$ cat src/rtl/ptlru_pkg.sv
// Shared constants and types for the paged address translator with LRU eviction.
// No dependencies; imported by the top level.
package ptlru_pkg;

   localparam int PAGE_OFFSET_BITS = 12;
   localparam int VIRTUAL_PAGES    = 256;
   localparam int FRAMES           = 16;
   localparam int TIME_BITS        = 32;

   localparam int PAGE_BITS  = $clog2(VIRTUAL_PAGES);
   localparam int FRAME_BITS = $clog2(FRAMES);

   localparam int ADDR_BITS      = 32;
   localparam int COUNT_BITS     = 32;
   localparam int PHYS_BITS      = 16;
   localparam int LOADED_BITS    = 4;
   localparam int VICTIM_BITS    = 8;
   localparam int RSP_DATA_BITS  = 96;

   // Sequencer states, one-hot.
   typedef enum logic [5:0] {
      ST_IDLE   = 6'b000001,
      ST_LOOKUP = 6'b000010,
      ST_HIT    = 6'b000100,
      ST_SCAN   = 6'b001000,
      ST_COMMIT = 6'b010000,
      ST_RESP   = 6'b100000
   } state_type;

   // One result item.
   typedef struct packed {
      logic                   addr_error;
      logic [PHYS_BITS-1:0]   phys_addr;
      logic                   page_fault;
      logic [LOADED_BITS-1:0] loaded_frame;
      logic                   evicted;
      logic [VICTIM_BITS-1:0] evict_page;
      logic                   victim_dirty;
      logic [COUNT_BITS-1:0]  fault_total;
      logic [COUNT_BITS-1:0]  disk_transfers;
   } result_type;

endpackage

$ cat src/rtl/paged_translation_with_lru_eviction.sv
// Demand-paging address translator with least-recently-used frame replacement.
// Depends on ptlru_pkg for sizes, the sequencer state type and the result record.
//
// Usage:
//   The request channel (req_) carries one access per transaction: req_tdata holds the
//   signed 32-bit logical address and req_tuser the access kind (0 read, 1 write).
//   The response channel (rsp_) returns exactly one result per access: rsp_tuser is
//   the address error flag and rsp_tdata the translation and fault details.
//   The block works on one access at a time and holds req_tready low until the
//   current access has been handed to the response register.
// Path from the accepting edge to rsp_tvalid, by state:
//   an address error goes from IDLE through RESP; a resident page through LOOKUP,
//   HIT and RESP; a page fault through LOOKUP, SCAN, COMMIT and RESP. The frame
//   scan visits one frame per cycle through a single age subtractor and comparator,
//   and stops at the first free frame, so it examines at most FRAMES (16) frames.
//   A new access is accepted only once the previous one has left RESP for the
//   response register.
// Reset clears the residency and dirty flags, the frame occupancy, the access clock
//   and both running counters at once; no clearing pass is needed, and the first
//   access may be offered in the cycle after reset falls.
// A stalled receiver leaves the finished result in the response register; a further
//   finished result waits in the sequencer until that register has been taken.
module paged_translation_with_lru_eviction
   import ptlru_pkg::*;
(
   input  logic                     clock,
   input  logic                     reset,
   input  logic                     req_tvalid,
   output logic                     req_tready,
   // [31:0] virt_addr
   input  logic [ADDR_BITS-1:0]     req_tdata,
   // [0] op
   input  logic                     req_tuser,
   output logic                     rsp_tvalid,
   input  logic                     rsp_tready,
   // [15:0] phys_addr, [16] page_fault, [20:17] loaded_frame, [21] evicted,
   // [29:22] evict_page, [30] victim_dirty, [62:31] fault_total,
   // [94:63] disk_transfers, [95] zero
   output logic [RSP_DATA_BITS-1:0] rsp_tdata,
   // [0] addr_error
   output logic                     rsp_tuser
);

   // Control state. The dirty flag of a resident page is kept with the frame it owns.
   state_type                  state_ff, state_in;
   logic [VIRTUAL_PAGES-1:0]   page_valid_ff, page_valid_in;
   logic [FRAMES-1:0]          frame_dirty_ff, frame_dirty_in;
   logic [FRAMES-1:0]          frame_used_ff, frame_used_in;
   logic [TIME_BITS-1:0]       clock_ff, clock_in;
   logic [COUNT_BITS-1:0]      fault_ff, fault_in;
   logic [COUNT_BITS-1:0]      transfer_ff, transfer_in;
   logic                       rsp_valid_ff, rsp_valid_in;

   // Payload and per-frame bookkeeping.
   logic [PAGE_BITS-1:0]        frame_owner_ff [FRAMES];
   logic [PAGE_BITS-1:0]        frame_owner_in [FRAMES];
   logic [TIME_BITS-1:0]        frame_use_ff   [FRAMES];
   logic [TIME_BITS-1:0]        frame_use_in   [FRAMES];
   logic                        op_ff, op_in;
   logic [PAGE_BITS-1:0]        page_ff, page_in;
   logic [PAGE_OFFSET_BITS-1:0] offset_ff, offset_in;
   logic [FRAME_BITS-1:0]       scan_idx_ff, scan_idx_in;
   logic                        free_found_ff, free_found_in;
   logic [FRAME_BITS-1:0]       free_idx_ff, free_idx_in;
   logic [FRAME_BITS-1:0]       best_idx_ff, best_idx_in;
   logic [TIME_BITS-1:0]        best_age_ff, best_age_in;
   result_type                  res_ff, res_in;
   result_type                  rsp_ff, rsp_in;

   // Page table: frame of each resident page. Entries are only read for
   // resident pages, which have always been written first.
   logic [FRAME_BITS-1:0]       page_frame_mem [VIRTUAL_PAGES];
   logic [FRAME_BITS-1:0]       pf_rd_ff;

   logic [ADDR_BITS-1:0]        addr_page;
   logic                        addr_bad;
   logic [TIME_BITS-1:0]        scan_age;
   logic [FRAME_BITS-1:0]       sel_frame;
   logic [PAGE_BITS-1:0]        evict_page;
   logic                        do_evict;
   logic                        victim_dirty;
   logic                        scan_last;

   // A negative address or a page number past the table is rejected.
   assign addr_page = req_tdata >> PAGE_OFFSET_BITS;
   assign addr_bad  = req_tdata[ADDR_BITS-1] || (addr_page >= ADDR_BITS'(VIRTUAL_PAGES));

   // The shared age unit: clock minus last use, modulo the clock width.
   assign scan_age  = clock_ff - frame_use_ff[scan_idx_ff];
   assign scan_last = (scan_idx_ff == FRAME_BITS'(FRAMES - 1));

   // Placement chosen by the scan: the lowest free frame if there is one,
   // otherwise the frame with the greatest age.
   assign do_evict     = !free_found_ff;
   assign sel_frame    = free_found_ff ? free_idx_ff : best_idx_ff;
   assign evict_page   = frame_owner_ff[best_idx_ff];
   assign victim_dirty = do_evict && frame_dirty_ff[best_idx_ff];

   assign req_tready = (state_ff == ST_IDLE);
   assign rsp_tvalid = rsp_valid_ff;
   assign rsp_tuser  = rsp_ff.addr_error;
   assign rsp_tdata  = {1'b0, rsp_ff.disk_transfers, rsp_ff.fault_total, rsp_ff.victim_dirty,
                        rsp_ff.evict_page, rsp_ff.evicted, rsp_ff.loaded_frame,
                        rsp_ff.page_fault, rsp_ff.phys_addr};

   always_comb begin
      state_in       = state_ff;
      page_valid_in  = page_valid_ff;
      frame_dirty_in = frame_dirty_ff;
      frame_used_in  = frame_used_ff;
      clock_in       = clock_ff;
      fault_in       = fault_ff;
      transfer_in    = transfer_ff;
      frame_owner_in = frame_owner_ff;
      frame_use_in   = frame_use_ff;
      op_in          = op_ff;
      page_in        = page_ff;
      offset_in      = offset_ff;
      scan_idx_in    = scan_idx_ff;
      free_found_in  = free_found_ff;
      free_idx_in    = free_idx_ff;
      best_idx_in    = best_idx_ff;
      best_age_in    = best_age_ff;
      res_in         = res_ff;
      rsp_in         = rsp_ff;
      rsp_valid_in   = rsp_valid_ff && !rsp_tready;

      unique case (state_ff)
         ST_IDLE: begin
            if (req_tvalid) begin
               op_in     = req_tuser;
               page_in   = PAGE_BITS'(addr_page);
               offset_in = req_tdata[PAGE_OFFSET_BITS-1:0];
               if (addr_bad) begin
                  // Rejected access: every other field is zero; the access clock, tables and counters stay.
                  res_in            = '0;
                  res_in.addr_error = 1'b1;
                  state_in          = ST_RESP;
               end else begin
                  clock_in = clock_ff + 1'b1;
                  state_in = ST_LOOKUP;
               end
            end
         end
         ST_LOOKUP: begin
            if (page_valid_ff[page_ff]) begin
               state_in = ST_HIT;
            end else begin
               scan_idx_in   = '0;
               free_found_in = 1'b0;
               state_in      = ST_SCAN;
            end
         end
         ST_HIT: begin
            frame_use_in[pf_rd_ff] = clock_ff;
            if (op_ff) begin
               frame_dirty_in[pf_rd_ff] = 1'b1;
            end
            res_in                = '0;
            res_in.phys_addr      = PHYS_BITS'({pf_rd_ff, offset_ff});
            res_in.fault_total    = fault_ff;
            res_in.disk_transfers = transfer_ff;
            state_in              = ST_RESP;
         end
         ST_SCAN: begin
            if (scan_idx_ff == '0 || scan_age > best_age_ff) begin
               best_idx_in = scan_idx_ff;
               best_age_in = scan_age;
            end
            if (!frame_used_ff[scan_idx_ff]) begin
               free_found_in = 1'b1;
               free_idx_in   = scan_idx_ff;
               state_in      = ST_COMMIT;
            end else if (scan_last) begin
               state_in = ST_COMMIT;
            end else begin
               scan_idx_in = scan_idx_ff + 1'b1;
            end
         end
         ST_COMMIT: begin
            if (do_evict) begin
               page_valid_in[evict_page] = 1'b0;
            end
            frame_owner_in[sel_frame] = page_ff;
            frame_used_in[sel_frame]  = 1'b1;
            frame_use_in[sel_frame]   = clock_ff;
            frame_dirty_in[sel_frame] = op_ff;
            page_valid_in[page_ff]    = 1'b1;
            fault_in                  = fault_ff + 1'b1;
            // One load, plus one writeback when the victim was modified.
            transfer_in = transfer_ff + COUNT_BITS'(1) + COUNT_BITS'(victim_dirty);

            res_in                = '0;
            res_in.phys_addr      = PHYS_BITS'({sel_frame, offset_ff});
            res_in.page_fault     = 1'b1;
            res_in.loaded_frame   = LOADED_BITS'(sel_frame);
            res_in.evicted        = do_evict;
            res_in.evict_page     = do_evict ? VICTIM_BITS'(evict_page) : '0;
            res_in.victim_dirty   = victim_dirty;
            res_in.fault_total    = fault_in;
            res_in.disk_transfers = transfer_in;
            state_in              = ST_COMMIT == state_ff ? ST_RESP : state_ff;
         end
         ST_RESP: begin
            if (!rsp_valid_ff || rsp_tready) begin
               rsp_in       = res_ff;
               rsp_valid_in = 1'b1;
               state_in     = ST_IDLE;
            end
         end
         default: begin
            state_in = ST_IDLE;
         end
      endcase
   end

   always_ff @(posedge clock) begin
      if (reset) begin
         state_ff       <= ST_IDLE;
         page_valid_ff  <= '0;
         frame_dirty_ff <= '0;
         frame_used_ff  <= '0;
         clock_ff       <= '0;
         fault_ff       <= '0;
         transfer_ff    <= '0;
         rsp_valid_ff   <= 1'b0;
      end else begin
         state_ff       <= state_in;
         page_valid_ff  <= page_valid_in;
         frame_dirty_ff <= frame_dirty_in;
         frame_used_ff  <= frame_used_in;
         clock_ff       <= clock_in;
         fault_ff       <= fault_in;
         transfer_ff    <= transfer_in;
         rsp_valid_ff   <= rsp_valid_in;
      end
   end

   always_ff @(posedge clock) begin
      frame_owner_ff <= frame_owner_in;
      frame_use_ff   <= frame_use_in;
      op_ff          <= op_in;
      page_ff        <= page_in;
      offset_ff      <= offset_in;
      scan_idx_ff    <= scan_idx_in;
      free_found_ff  <= free_found_in;
      free_idx_ff    <= free_idx_in;
      best_idx_ff    <= best_idx_in;
      best_age_ff    <= best_age_in;
      res_ff         <= res_in;
      rsp_ff         <= rsp_in;
   end

   // Page table memory: one write port, one registered read port.
   always_ff @(posedge clock) begin
      if (state_ff == ST_COMMIT) begin
         page_frame_mem[page_ff] <= sel_frame;
      end
      pf_rd_ff <= page_frame_mem[page_ff];
   end

`ifndef SYNTH
   // Every resident page owns exactly one occupied frame.
   a_resident_matches_frames: assert property (@(posedge clock) disable iff (reset)
      $countones(page_valid_ff) == $countones(frame_used_ff))
      else $error("resident page count differs from occupied frame count");

   // Frames are never released for good: an eviction refills the same frame.
   a_frames_never_shrink: assert property (@(posedge clock) disable iff (reset)
      1'b1 |=> $countones(frame_used_ff) >= $past($countones(frame_used_ff)))
      else $error("occupied frame count fell");

   // A fault bumps the fault counter by exactly one.
   a_fault_count_step: assert property (@(posedge clock) disable iff (reset)
      state_ff == ST_COMMIT |=> fault_ff == $past(fault_ff) + 1'b1)
      else $error("fault counter did not advance by one");

   // The scan walks the frames in order until it finds a free one or reaches the end.
   a_scan_walks_in_order: assert property (@(posedge clock) disable iff (reset)
      state_ff == ST_SCAN && frame_used_ff[scan_idx_ff] && !scan_last
      |=> state_ff == ST_SCAN && scan_idx_ff == $past(scan_idx_ff) + 1'b1)
      else $error("frame scan skipped or stopped early");

   // A rejected access carries nothing but the error flag.
   a_error_result_clean: assert property (@(posedge clock) disable iff (reset)
      rsp_valid_ff && rsp_ff.addr_error |-> rsp_tdata == '0)
      else $error("error response carries non-zero fields");
`endif

endmodule
$ cat config.mk
export PLATFORM = sky130hd
export DESIGN_NAME = paged_translation_with_lru_eviction
export DESIGN_NICKNAME = d
export VERILOG_FILES = /design/src/rtl/ptlru_pkg.sv /design/src/rtl/paged_translation_with_lru_eviction.sv
export SDC_FILE = /design/constraint.sdc
export NUM_CORES = 2
export LEC_CHECK = 0
export BUFFER_PORTS_ARGS = -buffer_cell sky130_fd_sc_hd__buf_4
export CORE_UTILIZATION = 35
export CTS_CLUSTER_DIAMETER = 120
export DETAILED_ROUTE_END_ITERATION = 10
export GPL_ROUTABILITY_DRIVEN = 0
export PLACE_DENSITY = 0.46
export SLEW_MARGIN = 10
export SYNTH_ARGS = -nofsm -noshare
export SYNTH_HDL_FRONTEND = slang
export SYNTH_SLANG_ARGS = --single-unit
$ cat constraint.sdc
create_clock -name clock -period 8.5 [get_ports clock]
set_input_delay 1.275 -clock clock [delete_from_list [all_inputs] [get_ports clock]]
set_output_delay 1.275 -clock clock [all_outputs]
set_load 0.01 [all_outputs]
==> metrics.yaml <==
htree_levels: 5
design.core.area_mm2: 0.275
synthFlopType: "edfxtp_1"
async_flop_share: 0
synth_edf_count: 1922
setup.worst_path.class: "flip-flop to flip-flop"
grt_max_degree: 117
setup_tns_ns: 0
ys_warn_count: 0
cp.required_ns: 9.00
start_util: 0.353
p_int_mw: 19.1
drc: 0
clkLatencyLatePin_ns: 0.88
die_h_um: 528
seqPwrFrac: 0.504
finalNonFillerCells: 10400
worst_path_largest_cell_delay_ns: 1.14
n_fill_cell: 25100
finClkSkew_ns: 0.0644
power_density_mw_per_mm2: 221
grt_pass1_vias: 56900
avgSynthCellArea_um2: 15.2
antenna_found_initial: 16
arrival_ns: 8.08
final_nets: 6636
cellLeakagePower_nw: 33.1
power_mw: 24.5
initialDrtViolationCount: 5752
cp-end-kind: "flip-flop"
ys_types: 78
finalHoldViolations: 0
cts_root_buf: "clkbuf_16"
crit_slowest_cell: "edfxtp_1"
whs_ns: 0.408
cts_made_buffers: 266
io_buffers: 134
avgRoutedWirePerCell_um: 27.9
routed_wl_um: 291000
max_freq_ghz: 0.132
drv_cap: 0
synthTopCellsByArea: "edfxtp_1, mux4_2, dfxtp_1, a21oi_1, nand2_1"
drv_slew: 0
die_area_mm2: 0.279
setup_viol: 0
period_minus_slack_ns: 7.57
cts_hold_buf: 0
drt-pass1-iter-count: 8
viasPerCell: 5.39
ys_ff_latch: 2317
rsz0062_at_grt: "no"
cts_resized: 0
status: "completed"
grt-ovfl-total: 0
critPathMaxFanout: 24
clock_sinks: 2317
slew_headroom: 0.151
yosys.area.top_type: "edfxtp_1"
clk_pin_slew_ns: 0.06
drive_gt1_frac: 0.199
ios: 136
grt.total_usage: 0.206
syn_nets: 6502
syn_area_mm2: 0.0970
tritoncts: "done"
cts_setup_buffers: 0
cp_cell_sequence: "buf_4 > mux4_2 > mux4_2 > inv_1 > ha_1 > o21a_1 > o31a_1 > o31ai_1 > o2111a_1 > nor3b_1 > o41ai_1 > a21oi_1 > xnor2_1 > ha_1 > nand4_1 > nor3_1 > nand4_1 > a21oi_1 > o211a_1 > buf_4"
syn_inst: 6395
vdd_drop_max_v: 0.000146
pwr-share-comb: 0.036
fin_crit_sh: 0.891
die_x_um: 528
synth_seq_area_share: 0.677
ant_nets: 0
startpoint_type: "flip-flop"
worstHoldPathType: "flip-flop to flip-flop"
row_count: 192
clockBufferDepth: 4
p_sw_mw: 5.38
detailed_place_hpwl_um: 178000
dr_total_vias: 56200
grt_pass1_wl_um: 417000
switching_share: 0.220
p_clk_frac: 0.461
synth_top_cell_area_share: 0.595
area_delta_synth_final_pct: 14.5
tightest_slew_ns: 1.27
place_inst: 9947
==> worst max-delay path: cells and delay by family (launching register included) <==
| family | cells | cell delay (ns) |
|---|---|---|
| mux | 2 | 0.99 |
| buf+inv | 3 | 0.88 |
| compound gates | 8 | 2.61 |
| fa+ha+maj | 2 | 0.61 |
| xor+xnor | 1 | 0.18 |
| flops | 1 | 1.14 |
| simple gates | 4 | 0.77 |
==> cell usage after synthesis (all sizes together), types with 6 or more instances <==
cell type and count:
edfxtp 1922, mux4 585, nand2 461, nor2 409, dfxtp 395, o21ai 383, a21oi 353, inv 345
clkbuf 304, nor2b 273, and2 165, buf 114, ha 69, xnor2 58, xor2 52, nor3 49
nand3 48, a22oi 42, a31oi 39, nand4 35, mux2i 33, a21o 22, nand2b 22, and3 20
or2 19, or3 19, clkinv 15, nor4 15, a211oi 9, a311oi 9, a22o 8, mux2 8
o21a 8, a221oi 7, and4 7, nand3b 6
==> placed cells by master (no fill, tap or decap), types with 50 or more instances in the layout <==
| cell type | netlist | routed |
|---|---|---|
| clkbuf_1 | 300 | 76 |
| clkbuf_16 | 0 | 274 |
| mux4_2 | 578 | 578 |
| xor2_1 | 52 | 52 |
| buf_4 | 8 | 271 |
| nand2_1 | 456 | 456 |
| o21ai_0 | 327 | 323 |
| dfxtp_1 | 395 | 395 |
| a21oi_1 | 353 | 353 |
| and2_1 | 164 | 163 |
| nor2b_1 | 272 | 271 |
| inv_1 | 345 | 340 |
| nor2_1 | 409 | 380 |
| ha_1 | 69 | 69 |
| xnor2_1 | 58 | 58 |
| edfxtp_1 | 1922 | 1922 |
| o21ai_1 | 50 | 50 |
==> kinds of logic after synthesis <==
logic type,synth area share
AND/OR/NAND/NOR,0.0781
adder cells (fa/ha/maj),0.00911
AO/OA/AOI/OAI,0.0536
buffers and inverters,0.0320
other,0.0000387
XOR/XNOR,0.00994
multiplexers,0.140
flip-flops,0.677
==> power groups by stage <==
stage	sequential, mW	combinational (mW)	clock (mW)
2_1_floorplan	12.6	0.493	0
3_3_place_gp	12.6	0.880	0
3_5_place_dp	12.6	0.882	0
4_1_cts	12.4	0.883	11.5
5_1_grt	12.4	0.917	11.9
6_report	12.4	0.872	11.3
==> per-layer routing <==
metal / global-route usage / up-vias / wire (um)
met3: 0.0374 / 403 / 20500
met4: 0.0522 / 6 / 7040
li1: - / 24300 / -
met1: 0.301 / 29500 / 133000
met2: 0.315 / 1984 / 131000
met5: 0 / - / 29
==> worst paths after layout <==
kind / depth (start not counted) / startpoint / slack, ns / end
worst max-delay path: 20 / scan_idx_ff[0] / 0.93 / best_age_ff[25]
worst max register to register: 20 / scan_idx_ff[0] / 0.93 / best_age_ff[25]
worst min register to register: 0 / res_ff[20] / 0.41 / rsp_tdata[83]
worst min-delay path: 0 / res_ff[20] / 0.41 / rsp_tdata[83]
==> registers in the layout, indices dropped and copies added, names as in the netlist, 95 cells and up <==
register	flops
frame_owner_ff	128
page_valid_ff	256
frame_use_ff	512
res_ff	96
page_frame_mem	1024
rsp_tdata	95
==> cell type report <==
cell class | instances | area [um2] | share of cell area
Sequential cell | 2317 | 65600 | 0.591
Multi-Input combinational cell | 3300 | 28700 | 0.258
Clock buffer | 372 | 7440 | 0.0670
Tap cell | 3686 | 4610 | 0.0415
Timing Repair Buffer | 284 | 2290 | 0.0206
Inverter | 360 | 1380 | 0.0124
Clock inverter | 106 | 1030 | 0.00925
Antenna cell | 4 | 10.0 | 0.0000901
==> through the flow <==
stage	worst slack, ns	utilization	instance area (um2)
after floorplan	1.22	-	97000
after global placement	1.10	0.374	103000
after detailed placement	1.03	0.374	103000
after CTS	0.977	0.404	111000
after global routing	0.496	0.404	111000
final	0.925	0.404	111000
Note: power is estimated with default switching activity, not from simulation.
